## src/rtl/pwlc_pkg.sv

```systemverilog
// ----------------------------------------------------------------------------
// pwlc_pkg
// types and constants shared by the window/level colouriser
// ----------------------------------------------------------------------------
package pwlc_pkg;

  // input beat
  typedef struct packed {
    logic [15:0] sample;
    logic [15:0] bias_sample;
    logic [7:0]  prior_red;
    logic [7:0]  prior_green;
    logic [7:0]  prior_blue;
    logic        frame_end;
  } in_t;

  // result beat
  typedef struct packed {
    logic [7:0] red;
    logic [7:0] green;
    logic [7:0] blue;
    logic       frame_end_out;
  } out_t;

  // configuration register indexes
  localparam int unsigned CFG_ADDR_W = 4;
  localparam logic [CFG_ADDR_W-1:0] CFG_DISP_MIN    = 4'd0;
  localparam logic [CFG_ADDR_W-1:0] CFG_DISP_MAX    = 4'd1;
  localparam logic [CFG_ADDR_W-1:0] CFG_GAIN_RED    = 4'd2;
  localparam logic [CFG_ADDR_W-1:0] CFG_GAIN_GREEN  = 4'd3;
  localparam logic [CFG_ADDR_W-1:0] CFG_GAIN_BLUE   = 4'd4;
  localparam logic [CFG_ADDR_W-1:0] CFG_CLIP_MODE   = 4'd5;
  localparam logic [CFG_ADDR_W-1:0] CFG_INVERT_MODE = 4'd6;
  localparam logic [CFG_ADDR_W-1:0] CFG_BIAS_ENABLE = 4'd7;

  localparam int unsigned CFG_DATA_W = 16;

  // arithmetic constants
  localparam logic [13:0] BIAS_UNITY = 14'd10000;
  localparam logic [15:0] VAL_MAX    = 16'hFFFF;
  localparam logic [16:0] FRAC_ONE   = 17'h10000;
  localparam logic [7:0]  COL_MAX    = 8'hFF;

  // one quotient bit per divider stage
  localparam int unsigned DIV_STEPS = 16;

  // start to result strobe, in clock cycles
  localparam int unsigned LATENCY = 2 * DIV_STEPS + 7;

endpackage

```

## src/rtl/pixel_window_level_colorize.sv

```systemverilog
// ----------------------------------------------------------------------------
// pixel_window_level_colorize
// Window/level of one 16-bit microscope channel, added onto an RGB composite.
// A pixel is taken on every clock where start is high; busy never rises, as
// nothing downstream can stall. Each pixel gives exactly one result beat on
// out_strobe/out_data, in order. The pipe is made of two pipelined restoring
// dividers of 16 stages each (bias correction and window fraction) plus seven
// stages of multiply, compare and add around them. Configuration is taken on
// any cycle (cfg_ready stays high) and must only change while no pixel is in
// flight.
// ----------------------------------------------------------------------------
module pixel_window_level_colorize (
  input  logic                                clk,
  input  logic                                rst_n,
  // pixel input
  input  logic                                start,
  output logic                                busy,
  input  pwlc_pkg::in_t                       in_data,
  // result output
  output logic                                out_strobe,
  output pwlc_pkg::out_t                      out_data,
  // configuration writes
  input  logic                                cfg_valid,
  output logic                                cfg_ready,
  input  logic [pwlc_pkg::CFG_ADDR_W-1:0]     cfg_addr,
  input  logic [pwlc_pkg::CFG_DATA_W-1:0]     cfg_data
);

  localparam int unsigned N = pwlc_pkg::DIV_STEPS;

  // fields that ride along the whole pipe untouched
  typedef struct packed {
    logic [7:0] prior_red;
    logic [7:0] prior_green;
    logic [7:0] prior_blue;
    logic       frame_end;
  } side_t;

  // --------------------------------------------------------------------------
  // configuration registers
  // --------------------------------------------------------------------------
  logic [15:0] disp_min_r;
  logic [15:0] disp_max_r;
  logic [7:0]  gain_red_r;
  logic [7:0]  gain_green_r;
  logic [7:0]  gain_blue_r;
  logic        clip_mode_r;
  logic        invert_mode_r;
  logic        bias_enable_r;

  assign cfg_ready = 1'b1;

  always_ff @(posedge clk) begin
    if (!rst_n) begin
      disp_min_r    <= 16'd0;
      disp_max_r    <= pwlc_pkg::VAL_MAX;
      gain_red_r    <= pwlc_pkg::COL_MAX;
      gain_green_r  <= pwlc_pkg::COL_MAX;
      gain_blue_r   <= pwlc_pkg::COL_MAX;
      clip_mode_r   <= 1'b1;
      invert_mode_r <= 1'b0;
      bias_enable_r <= 1'b0;
    end else if (cfg_valid && cfg_ready) begin
      case (cfg_addr)
        pwlc_pkg::CFG_DISP_MIN:    disp_min_r    <= cfg_data;
        pwlc_pkg::CFG_DISP_MAX:    disp_max_r    <= cfg_data;
        pwlc_pkg::CFG_GAIN_RED:    gain_red_r    <= cfg_data[7:0];
        pwlc_pkg::CFG_GAIN_GREEN:  gain_green_r  <= cfg_data[7:0];
        pwlc_pkg::CFG_GAIN_BLUE:   gain_blue_r   <= cfg_data[7:0];
        pwlc_pkg::CFG_CLIP_MODE:   clip_mode_r   <= cfg_data[0];
        pwlc_pkg::CFG_INVERT_MODE: invert_mode_r <= cfg_data[0];
        pwlc_pkg::CFG_BIAS_ENABLE: bias_enable_r <= cfg_data[0];
        default: ;  // unknown index, write dropped
      endcase
    end
  end

  // --------------------------------------------------------------------------
  // input side: the pipe never stalls, so a pixel goes in on every start
  // --------------------------------------------------------------------------
  logic in_accept;
  assign busy      = 1'b0;
  assign in_accept = start && !busy;

  // --------------------------------------------------------------------------
  // stage a: sample times the unity bias (fits in 30 bits)
  // --------------------------------------------------------------------------
  logic        a_vld_r;
  logic [29:0] a_prod_r;
  logic [15:0] a_samp_r;
  logic [15:0] a_bias_r;
  side_t       a_side_r;

  always_ff @(posedge clk) begin
    if (!rst_n) begin
      a_vld_r <= 1'b0;
    end else begin
      a_vld_r <= in_accept;
    end
  end

  always_ff @(posedge clk) begin
    a_prod_r              <= {14'd0, in_data.sample} * {16'd0, pwlc_pkg::BIAS_UNITY};
    a_samp_r              <= in_data.sample;
    a_bias_r              <= in_data.bias_sample;
    a_side_r.prior_red    <= in_data.prior_red;
    a_side_r.prior_green  <= in_data.prior_green;
    a_side_r.prior_blue   <= in_data.prior_blue;
    a_side_r.frame_end    <= in_data.frame_end;
  end

  // --------------------------------------------------------------------------
  // stage b: overflow check, then load the bias divider
  // the quotient fits 16 bits exactly when prod < bias * 2^16; the top bits
  // of prod are then already below the divisor and seed the remainder
  // --------------------------------------------------------------------------
  logic        b_sat_nxt;

  logic        d1_vld_r  [0:N];
  logic [15:0] d1_rem_r  [0:N];
  logic [15:0] d1_low_r  [0:N];
  logic [15:0] d1_den_r  [0:N];
  logic [15:0] d1_quo_r  [0:N];
  logic        d1_sat_r  [0:N];
  logic [15:0] d1_samp_r [0:N];
  side_t       d1_side_r [0:N];

  always_comb begin
    b_sat_nxt = (a_bias_r == 16'd0) ||
                ({2'b00, a_prod_r} >= {a_bias_r, 16'd0});
  end

  always_ff @(posedge clk) begin
    if (!rst_n) begin
      d1_vld_r[0] <= 1'b0;
    end else begin
      d1_vld_r[0] <= a_vld_r;
    end
  end

  always_ff @(posedge clk) begin
    d1_rem_r[0]  <= b_sat_nxt ? 16'd0 : {2'b00, a_prod_r[29:16]};
    d1_low_r[0]  <= a_prod_r[15:0];
    d1_den_r[0]  <= a_bias_r;
    d1_quo_r[0]  <= 16'd0;
    d1_sat_r[0]  <= b_sat_nxt;
    d1_samp_r[0] <= a_samp_r;
    d1_side_r[0] <= a_side_r;
  end

  // bias divider: one restoring step per stage
  for (genvar k = 0; k < N; k++) begin : g_div1
    logic [16:0] sh;
    logic        ge;
    logic [16:0] diff;

    always_comb begin
      sh   = {d1_rem_r[k], d1_low_r[k][15]};
      diff = sh - {1'b0, d1_den_r[k]};
      ge   = (sh >= {1'b0, d1_den_r[k]});
    end

    always_ff @(posedge clk) begin
      if (!rst_n) begin
        d1_vld_r[k+1] <= 1'b0;
      end else begin
        d1_vld_r[k+1] <= d1_vld_r[k];
      end
    end

    always_ff @(posedge clk) begin
      d1_rem_r[k+1]  <= ge ? diff[15:0] : sh[15:0];
      d1_low_r[k+1]  <= {d1_low_r[k][14:0], 1'b0};
      d1_den_r[k+1]  <= d1_den_r[k];
      d1_quo_r[k+1]  <= {d1_quo_r[k][14:0], ge};
      d1_sat_r[k+1]  <= d1_sat_r[k];
      d1_samp_r[k+1] <= d1_samp_r[k];
      d1_side_r[k+1] <= d1_side_r[k];
    end
  end

  // --------------------------------------------------------------------------
  // stage c: pick the corrected value, then the non-clipping rule
  // --------------------------------------------------------------------------
  logic [15:0] c_val_nxt;
  logic [15:0] c_v_nxt;
  logic        c_vld_r;
  logic [15:0] c_v_r;
  side_t       c_side_r;

  always_comb begin
    if (!bias_enable_r) begin
      c_val_nxt = d1_samp_r[N];
    end else if (d1_sat_r[N]) begin
      c_val_nxt = pwlc_pkg::VAL_MAX;
    end else begin
      c_val_nxt = d1_quo_r[N];
    end
    // above the window with clipping off falls back to the minimum
    if (!clip_mode_r && (c_val_nxt > disp_max_r)) begin
      c_v_nxt = disp_min_r;
    end else begin
      c_v_nxt = c_val_nxt;
    end
  end

  always_ff @(posedge clk) begin
    if (!rst_n) begin
      c_vld_r <= 1'b0;
    end else begin
      c_vld_r <= d1_vld_r[N];
    end
  end

  always_ff @(posedge clk) begin
    c_v_r    <= c_v_nxt;
    c_side_r <= d1_side_r[N];
  end

  // --------------------------------------------------------------------------
  // stage d: classify against the window and load the fraction divider
  // inside the window v - min < max - min, so the quotient fits 16 bits
  // --------------------------------------------------------------------------
  logic        d_zero_nxt;
  logic        d_one_nxt;

  logic        d2_vld_r  [0:N];
  logic [15:0] d2_rem_r  [0:N];
  logic [15:0] d2_den_r  [0:N];
  logic [15:0] d2_quo_r  [0:N];
  logic        d2_zero_r [0:N];
  logic        d2_one_r  [0:N];
  side_t       d2_side_r [0:N];

  always_comb begin
    d_zero_nxt = (c_v_r <= disp_min_r);
    d_one_nxt  = !d_zero_nxt && ((disp_max_r <= disp_min_r) || (c_v_r >= disp_max_r));
  end

  always_ff @(posedge clk) begin
    if (!rst_n) begin
      d2_vld_r[0] <= 1'b0;
    end else begin
      d2_vld_r[0] <= c_vld_r;
    end
  end

  always_ff @(posedge clk) begin
    d2_rem_r[0]  <= (d_zero_nxt || d_one_nxt) ? 16'd0 : (c_v_r - disp_min_r);
    d2_den_r[0]  <= disp_max_r - disp_min_r;
    d2_quo_r[0]  <= 16'd0;
    d2_zero_r[0] <= d_zero_nxt;
    d2_one_r[0]  <= d_one_nxt;
    d2_side_r[0] <= c_side_r;
  end

  // fraction divider: zeros shifted in below the remainder
  for (genvar k = 0; k < N; k++) begin : g_div2
    logic [16:0] sh;
    logic        ge;
    logic [16:0] diff;

    always_comb begin
      sh   = {d2_rem_r[k], 1'b0};
      diff = sh - {1'b0, d2_den_r[k]};
      ge   = (sh >= {1'b0, d2_den_r[k]});
    end

    always_ff @(posedge clk) begin
      if (!rst_n) begin
        d2_vld_r[k+1] <= 1'b0;
      end else begin
        d2_vld_r[k+1] <= d2_vld_r[k];
      end
    end

    always_ff @(posedge clk) begin
      d2_rem_r[k+1]  <= ge ? diff[15:0] : sh[15:0];
      d2_den_r[k+1]  <= d2_den_r[k];
      d2_quo_r[k+1]  <= {d2_quo_r[k][14:0], ge};
      d2_zero_r[k+1] <= d2_zero_r[k];
      d2_one_r[k+1]  <= d2_one_r[k];
      d2_side_r[k+1] <= d2_side_r[k];
    end
  end

  // --------------------------------------------------------------------------
  // stage f: intensity fraction in q1.16, 0 .. 1.0 inclusive, then inversion
  // --------------------------------------------------------------------------
  logic [16:0] f_raw_nxt;
  logic [16:0] f_nxt;
  logic        f_vld_r;
  logic [16:0] f_r;
  side_t       f_side_r;

  always_comb begin
    if (d2_zero_r[N]) begin
      f_raw_nxt = 17'd0;
    end else if (d2_one_r[N]) begin
      f_raw_nxt = pwlc_pkg::FRAC_ONE;
    end else begin
      f_raw_nxt = {1'b0, d2_quo_r[N]};
    end
    f_nxt = invert_mode_r ? (pwlc_pkg::FRAC_ONE - f_raw_nxt) : f_raw_nxt;
  end

  always_ff @(posedge clk) begin
    if (!rst_n) begin
      f_vld_r <= 1'b0;
    end else begin
      f_vld_r <= d2_vld_r[N];
    end
  end

  always_ff @(posedge clk) begin
    f_r      <= f_nxt;
    f_side_r <= d2_side_r[N];
  end

  // --------------------------------------------------------------------------
  // stage m: fraction times each gain; at most 255 after dropping 16 bits
  // --------------------------------------------------------------------------
  logic [24:0] m_red_prod;
  logic [24:0] m_green_prod;
  logic [24:0] m_blue_prod;
  logic        m_vld_r;
  logic [7:0]  m_red_r;
  logic [7:0]  m_green_r;
  logic [7:0]  m_blue_r;
  side_t       m_side_r;

  always_comb begin
    m_red_prod   = {8'd0, f_r} * {17'd0, gain_red_r};
    m_green_prod = {8'd0, f_r} * {17'd0, gain_green_r};
    m_blue_prod  = {8'd0, f_r} * {17'd0, gain_blue_r};
  end

  always_ff @(posedge clk) begin
    if (!rst_n) begin
      m_vld_r <= 1'b0;
    end else begin
      m_vld_r <= f_vld_r;
    end
  end

  always_ff @(posedge clk) begin
    m_red_r   <= m_red_prod[23:16];
    m_green_r <= m_green_prod[23:16];
    m_blue_r  <= m_blue_prod[23:16];
    m_side_r  <= f_side_r;
  end

  // --------------------------------------------------------------------------
  // stage o: add onto the prior composite, saturating at 255
  // --------------------------------------------------------------------------
  logic [8:0]     o_red_sum;
  logic [8:0]     o_green_sum;
  logic [8:0]     o_blue_sum;
  logic           out_vld_r;
  pwlc_pkg::out_t out_data_r;

  always_comb begin
    o_red_sum   = {1'b0, m_side_r.prior_red}   + {1'b0, m_red_r};
    o_green_sum = {1'b0, m_side_r.prior_green} + {1'b0, m_green_r};
    o_blue_sum  = {1'b0, m_side_r.prior_blue}  + {1'b0, m_blue_r};
  end

  always_ff @(posedge clk) begin
    if (!rst_n) begin
      out_vld_r <= 1'b0;
    end else begin
      out_vld_r <= m_vld_r;
    end
  end

  always_ff @(posedge clk) begin
    out_data_r.red           <= o_red_sum[8]   ? pwlc_pkg::COL_MAX : o_red_sum[7:0];
    out_data_r.green         <= o_green_sum[8] ? pwlc_pkg::COL_MAX : o_green_sum[7:0];
    out_data_r.blue          <= o_blue_sum[8]  ? pwlc_pkg::COL_MAX : o_blue_sum[7:0];
    out_data_r.frame_end_out <= m_side_r.frame_end;
  end

  // one result beat per pixel, held for a single cycle
  assign out_strobe = out_vld_r;
  assign out_data   = out_data_r;

  // --------------------------------------------------------------------------
  // checks
  // --------------------------------------------------------------------------
`ifndef ASSERT_OFF
  // every accepted pixel yields its beat after the fixed latency
  a_latency: assert property (@(posedge clk) disable iff (!rst_n)
    in_accept |-> ##(pwlc_pkg::LATENCY) out_strobe)
    else $error("result beat missing after pipeline latency");

  // a non-saturated bias division leaves a proper remainder
  a_div1_rem: assert property (@(posedge clk) disable iff (!rst_n)
    (d1_vld_r[N] && !d1_sat_r[N]) |-> (d1_rem_r[N] < d1_den_r[N]))
    else $error("bias divider remainder out of range");

  // inside the window the fraction divider leaves a proper remainder
  a_div2_rem: assert property (@(posedge clk) disable iff (!rst_n)
    (d2_vld_r[N] && !d2_zero_r[N] && !d2_one_r[N]) |-> (d2_rem_r[N] < d2_den_r[N]))
    else $error("fraction divider remainder out of range");

  // fraction never exceeds one
  a_frac_range: assert property (@(posedge clk) disable iff (!rst_n)
    f_vld_r |-> (f_r <= pwlc_pkg::FRAC_ONE))
    else $error("intensity fraction above one");
`endif

endmodule

```

## config.mk

```make
export PLATFORM = sky130hd
export DESIGN_NAME = pixel_window_level_colorize
export DESIGN_NICKNAME = d
export VERILOG_FILES = /design/src/rtl/pwlc_pkg.sv /design/src/rtl/pixel_window_level_colorize.sv
export SDC_FILE = /design/constraint.sdc
export NUM_CORES = 2
export LEC_CHECK = 0
export ABC_AREA = 0
export BUFFER_PORTS_ARGS = -buffer_cell sky130_fd_sc_hd__buf_4
export CORE_MARGIN = 1
export CORE_UTILIZATION = 26
export CTS_BUF_LIST = sky130_fd_sc_hd__clkbuf_8
export CTS_CLUSTER_SIZE = 16
export DETAILED_ROUTE_END_ITERATION = 8
export SYNTH_ARGS = -nofsm -noshare
export SYNTH_HDL_FRONTEND = slang
export SYNTH_SLANG_ARGS = --single-unit
```

## constraint.sdc

```tcl
create_clock -name clk -period 5.6 [get_ports clk]
set_input_delay 0 -clock clk [delete_from_list [all_inputs] [get_ports clk]]
set_output_delay 0 -clock clk [all_outputs]
set_load 0.005 [all_outputs]
```

After elaboration in Yosys (flattened, before gate mapping)
Memory sizes are Yosys's and may differ from the RTL's. A register that Yosys moved wholly into a read port is not among the register bits.
Cells that the tools add are included.
{"block": "totals", "word_cells": 261, "output_inout_bits": 28, "inputBits": 81, "ff_bits": 252, "memories": 15, "ramBits": 3094}
{"block": "op_classes", "order_cmp": 37, "muxes": 76, "n_eq_ne": 7, "add_sub_neg": 38, "n_reduce_logical": 19, "multipliers": 4, "bitwise_logic": 34}
{"memory": "d1_side_r", "words": 17, "word_bits": 25, "read_ports": 17, "rd_clocked_by_memory_dff": 1, "write_ports": 17, "line": "pixel_window_level_colorize.sv:126", "text": "side_t d1_side_r [0:N];"}
{"memory": "d2_side_r", "words": 17, "word_bits": 25, "read_ports": 17, "rd_clocked_by_memory_dff": 1, "write_ports": 17, "line": "pixel_window_level_colorize.sv:233", "text": "side_t d2_side_r [0:N];"}
{"memory": "d1_den_r", "words": 17, "word_bits": 16, "read_ports": 16, "rd_clocked_by_memory_dff": 0, "write_ports": 17, "line": "pixel_window_level_colorize.sv:122", "text": "logic [15:0] d1_den_r [0:N];"}
{"memory": "d1_quo_r", "words": 17, "word_bits": 16, "read_ports": 17, "rd_clocked_by_memory_dff": 0, "write_ports": 17, "line": "pixel_window_level_colorize.sv:123", "text": "logic [15:0] d1_quo_r [0:N];"}
{"memory": "d1_rem_r", "words": 17, "word_bits": 16, "read_ports": 16, "rd_clocked_by_memory_dff": 0, "write_ports": 17, "line": "pixel_window_level_colorize.sv:120", "text": "logic [15:0] d1_rem_r [0:N];"}
{"memory": "d1_samp_r", "words": 17, "word_bits": 16, "read_ports": 17, "rd_clocked_by_memory_dff": 0, "write_ports": 17, "line": "pixel_window_level_colorize.sv:125", "text": "logic [15:0] d1_samp_r [0:N];"}
{"memory": "9 more memories"}
{"op": "$mux W16", "count": 36}
{"op": "$ge A17 B16 Y1", "count": 32}
{"op": "$sub A16 B16 Y16", "count": 34}
{"op": "$mul A17 B8 Y24", "count": 3}
{"op": "$mux W17", "count": 3}
{"op": "$mux W1", "count": 36}
{"op": "$or A1 B1 Y1", "count": 34}
{"op": "$ge A30 B32 Y1", "count": 1}
{"op": "$le A16 B16 Y1", "count": 2}
{"op": "$add A8 B8 Y9", "count": 3}
{"op": "$mul A16 B10 Y26 const B", "count": 1}
{"op": "$sub A17 B17 Y17 const A", "count": 1}
{"op": "$eq A4 B3 Y1 const B", "count": 4}
{"op": "$ge A16 B16 Y1", "count": 1}
{"op": "$gt A16 B16 Y1", "count": 1}
{"op": "$logic_not A16 Y1", "count": 1}
{"op": "$reduce_and A2 Y1", "count": 8}
{"op": "$mux W14", "count": 1}
{"op": "$eq A4 B2 Y1 const B", "count": 2}
{"op": "$eq A4 B1 Y1 const B", "count": 1}
{"op": "$logic_not A1 Y1", "count": 4}
{"op": "$logic_not A4 Y1", "count": 1}
{"op": "$logic_or A1 B1 Y1", "count": 3}
{"op": "$logic_and A1 B1 Y1", "count": 2}

Logic depth before layout (Yosys ltp)
An unclocked memory read counts as a cell.
{"block": "depth", "word_depth": 6, "ltp_mapped": 20, "mapped_depth_nobuf": 20}

Worst setup path before layout
Ideal clock, no wire load.
{"block": "synth_path", "path_kind": "register to register", "from": "register f_r[0]", "to": "register m_green_r[5]", "path_stages_with_launch": 20, "setup_time_ns": 0.072, "arrival_time_ns": 4.983, "required_ns": 5.528, "path_buffers": 2, "synth_period_minus_slack_ns": 5.055, "path_slack_ns": 0.545, "path_cell_list": "dfxtp_1 clkbuf_1 clkbuf_1 nand2_1 fa_1 fa_1 inv_1 fa_1 inv_1 fa_1 inv_1 ha_1 a21o_1 a21oi_1 o21ai_0 o2111ai_1 a21oi_1 a2111oi_0 o21ba_2 xnor2_1"}
{"block": "synth_between", "elab_chain_cells": 1}
{"item": "start: declaration", "line": "pixel_window_level_colorize.sv:293", "text": "logic [16:0] f_r;"}
{"item": "start signal: assignment", "line": "pixel_window_level_colorize.sv:316", "text": "f_r <= f_nxt;"}
{"item": "$mul A17 B8 Y24", "line": "pixel_window_level_colorize.sv:334", "text": "m_green_prod = {8'd0, f_r} * {17'd0, gain_green_r};"}
{"item": "via m_green_prod[21]", "line": "pixel_window_level_colorize.sv:324", "text": "logic [24:0] m_green_prod;"}
{"item": "end signal: assignment", "line": "pixel_window_level_colorize.sv:348", "text": "m_green_r <= m_green_prod[23:16];"}
{"item": "end: declaration", "line": "pixel_window_level_colorize.sv:328", "text": "logic [7:0] m_green_r;"}
The timed path passes the listed nets, and every way through them passes these cells.
A chain may end at the register's enable or synchronous reset.

Worst setup path in the final report
{"block": "layout_path", "from": "register f_r[11]", "to": "register m_blue_r[6]"}
{"block": "layout_between", "elab_chain_cells": 1}
{"item": "$mul A17 B8 Y24", "line": "pixel_window_level_colorize.sv:335", "text": "m_blue_prod = {8'd0, f_r} * {17'd0, gain_blue_r};"}
{"item": "via m_blue_prod[22]", "line": "pixel_window_level_colorize.sv:325", "text": "logic [24:0] m_blue_prod;"}
{"item": "end signal: assignment", "line": "pixel_window_level_colorize.sv:349", "text": "m_blue_r <= m_blue_prod[23:16];"}
{"item": "end: declaration", "line": "pixel_window_level_colorize.sv:329", "text": "logic [7:0] m_blue_r;"}
The timed path passes the listed nets, and every way through them passes these cells.

==> impl_metrics.ini <==
[yosys]
yosysTopAreaCell = dfxtp_1
syn_area_per_cell_um2 = 11.1
synth_flop_cell = dfxtp_1
synth_top_area_share_pct = 53.7
syn_inst = 9527
synth_seq_cells = 2837
synthTopCellsByCount = 2,837 x dfxtp_1, 1,133 x inv_1, 802 x ha_1, 491 x nand2_1, 435 x nor2_1
ys_async_sr_fraction_pct = 0
yosys.cell_types.count = 94
syn-num-nets = 10700
synth.area.top_cells = dfxtp_1 54%, ha_1 9.5%, fa_1 6.3%
netlist_area_um2 = 106000
synth-edff-count = 0
ys_seq_area_share_pct = 53.7
yosysWarningCount = 0
yosysMostFrequentCell = dfxtp_1

[layout]
drive_above_1_share_pct = 11.5
fin_nets = 11400
fill_cells = 41100
seqCellArea_um2 = 56800
area_growth_pct = 18.4
multi_input_area_um2 = 44000

[die]
initial_core_util_pct = 26.2
row_count = 233
die_w_um = 640
pin_count = 109
die_h_um = 640
core_um2 = 404000
die_area_um2 = 409000

[setup_path]
cp.arrival_ns = 6.06
reg2reg_depth = 17
critPathRequiredTime_ns = 6.49
start_kind = flop
rr_endpoint = m_blue_r[6]
critPathMaxFanout = 16
r2r_setup_slack_ns = 0.43
r2r_start = f_r[11]
critPathKind = reg -> reg
endpoint_kind = flop

[detailed_routing]
drt-pass1-iter-count = 6
vias = 65100
routed_wirelength_mm = 207
ant_nets = 0
drcViolationCount = 0
wl_per_cell_um = 12.9
viasPerCell = 4.07
drtIter0Drc = 2912

[clock_tree]
clk_latency_ns = 1.10
clkTransAtPathRegs_ns = 0.06
cts_inserted_buffers = 457
cts.sink_count = 2837
cts_buffer_depth = 4
cts_tree = yes
h-tree-depth = 5
cts-root-buf = clkbuf_8

[grt]
grt_max_degree = 92
track_usage_pct = 10.0
antenna_found_initial = 7
grt_pass1_vias = 65800
grt_pass1_wl_mm = 338
overflow = 0

[min_path]
min_to = gain_blue_r[2]
hp-class = in -> reg
hp-start = cfg_addr[0]
min_delay_path_depth = 5

[timing]
min_period_over_period_pct = 92.3
min_period_ns = 5.17
max_slew_margin_pct = 26.2
rsz0062_at_grt = no
fin_setup_tns_ns = 0
setup_viol = 0
fmax_ghz = 0.193
slew_viol_final = 0
fin_skew_ns = 0.133
hold_violations = 0
worstMarginPinSlew_ns = 1.11

[pwr]
p_per_area_nw_per_um2 = 600
finalPower_mw = 75.1
ir_drop_mv = 0.418
p_leak_nw = 58.0

[flow_run]
cap_violations = 0

[placed_design]
portBuffers = 106
gp_congestion = 0.839
place_hpwl_mm = 150

[run_status]
status = finished clean
power by group:
| group | internal [mW] | switching [mW] | leakage [nW] | total (mW) |
|---|---|---|---|---|
| Clock | 10.4 | 8.14 | 5.58 | 18.5 |
| Combinational | 13.9 | 16.5 | 28.7 | 30.4 |
| Sequential | 24.2 | 1.90 | 23.8 | 26.1 |
| Total | 48.5 | 26.5 | 58.0 | 75.1 |
what timing repair did:
action                                  4_1_cts  5_1_grt
setup buffers                                 0        0
hold buffers                                222        0
resized for setup                             0        1
endpoints found under the hold margin       175        0
endpoints found under the setup margin        0        1
cell usage in the layout, fill, tap and decap left out, types with 34 or more instances in the layout:
master         count
a211oi_1          59
a21boi_0          40
clkinv_2          61
xor2_1           148
o211ai_1          34
and2_1           380
buf_4            166
o21a_1           100
o21bai_1          40
nand4_1           88
nand3_1          119
or3_1             59
mux2_2           273
a21o_1           112
clkbuf_8         574
a31oi_1           36
dfxtp_1         2836
ha_1             802
inv_1           1263
nor2_1           433
nand2b_1          70
nor3_1           141
mux2i_1           50
xnor2_1          257
nand2_1          491
dlygate4sd3_1    222
o31ai_1           41
nor2b_1          130
a21oi_1          356
fa_1             334
o21ai_0          355
logic make-up (layout without fill, tap and decap cells):
family                   after synthesis  after routing  synth area share, %
AND/OR/NAND/NOR                     2070           2070                 9.89
flip-flops                          2837           2837                 53.7
multiplexers                         342            342                 3.61
other                                  2              3              0.00710
XOR/XNOR                             405            405                 3.36
buffers and inverters               1287           2346                 4.67
AO/OA/AOI/OAI                       1448           1448                 8.92
adder cells (fa/ha/maj)             1136           1136                 15.8
critical path, cell delays in order (launching register included):
cell and delay, ns:
dfxtp_1 0.70, buf_4 0.28, and2_1 0.17, fa_1 0.45, fa_1 0.51, fa_1 0.56, inv_1 0.06, fa_1 0.53
inv_1 0.04, ha_1 0.29, nand3_1 0.09, nor2_1 0.22, o221ai_1 0.21, o21ai_0 0.41, nand3_1 0.17, nand3b_1 0.16
a21oi_1 0.09, xnor2_1 0.12
cell type report:
type                    count  share of cell area [%]
flip-flops and latches   2837                    45.4
well taps                5405                    5.40
repair buffers            388                    2.77
inverters                1133                    3.40
clock inverters           251                    1.58
clock buffers             574                    6.31
multi-input cells        5403                    35.1
diodes                      1                 0.00200
worst max-delay path by stage:
stage                        startpoint            to
after floorplan                  f_r[0]  m_green_r[5]
after global placement    gain_red_r[5]    m_red_r[7]
after detailed placement  gain_red_r[5]    m_red_r[7]
after CTS                 gain_red_r[5]    m_red_r[7]
after global routing            f_r[12]   m_blue_r[6]
final                           f_r[11]   m_blue_r[6]
state kept, by name (all words and copies together), names as in the netlist, 36 cells and up:
name,count
d1_rem_r,254
d2_rem_r,256
d1_low_r,36
d1_quo_r,136
d1_side_r,425
d1_den_r,256
d2_quo_r,136
d2_side_r,425
d1_samp_r,272
d2_den_r,256
routing by layer:
metal / vias to the layer above / global-route usage [%] / share of wire (%)
li1: 33100 / - / -
met1: 30300 / 12.4 / 45
met2: 1196 / 16.9 / 46
met3: 489 / 1.83 / 4.5
met4: 0 / 4.51 / 4.2
met5: - / 0 / 0
per-stage QoR:
step           std cells  area, µm²  setup slack, ns  utilization [%]  hold slack, ns
2_1_floorplan       9527     106000            0.545                -          0.0277
6_report           16000     125000            0.431             31.0           0.183
3_5_place_dp       14900     113000            0.337             28.0           0.106
5_1_grt            16000     125000           0.0194             31.0          0.0946
4_1_cts            16000     125000            0.321             31.0          0.0162
3_3_place_gp       14900     113000            0.354             28.0           0.104
Note: power is estimated with default switching activity, not from simulation.
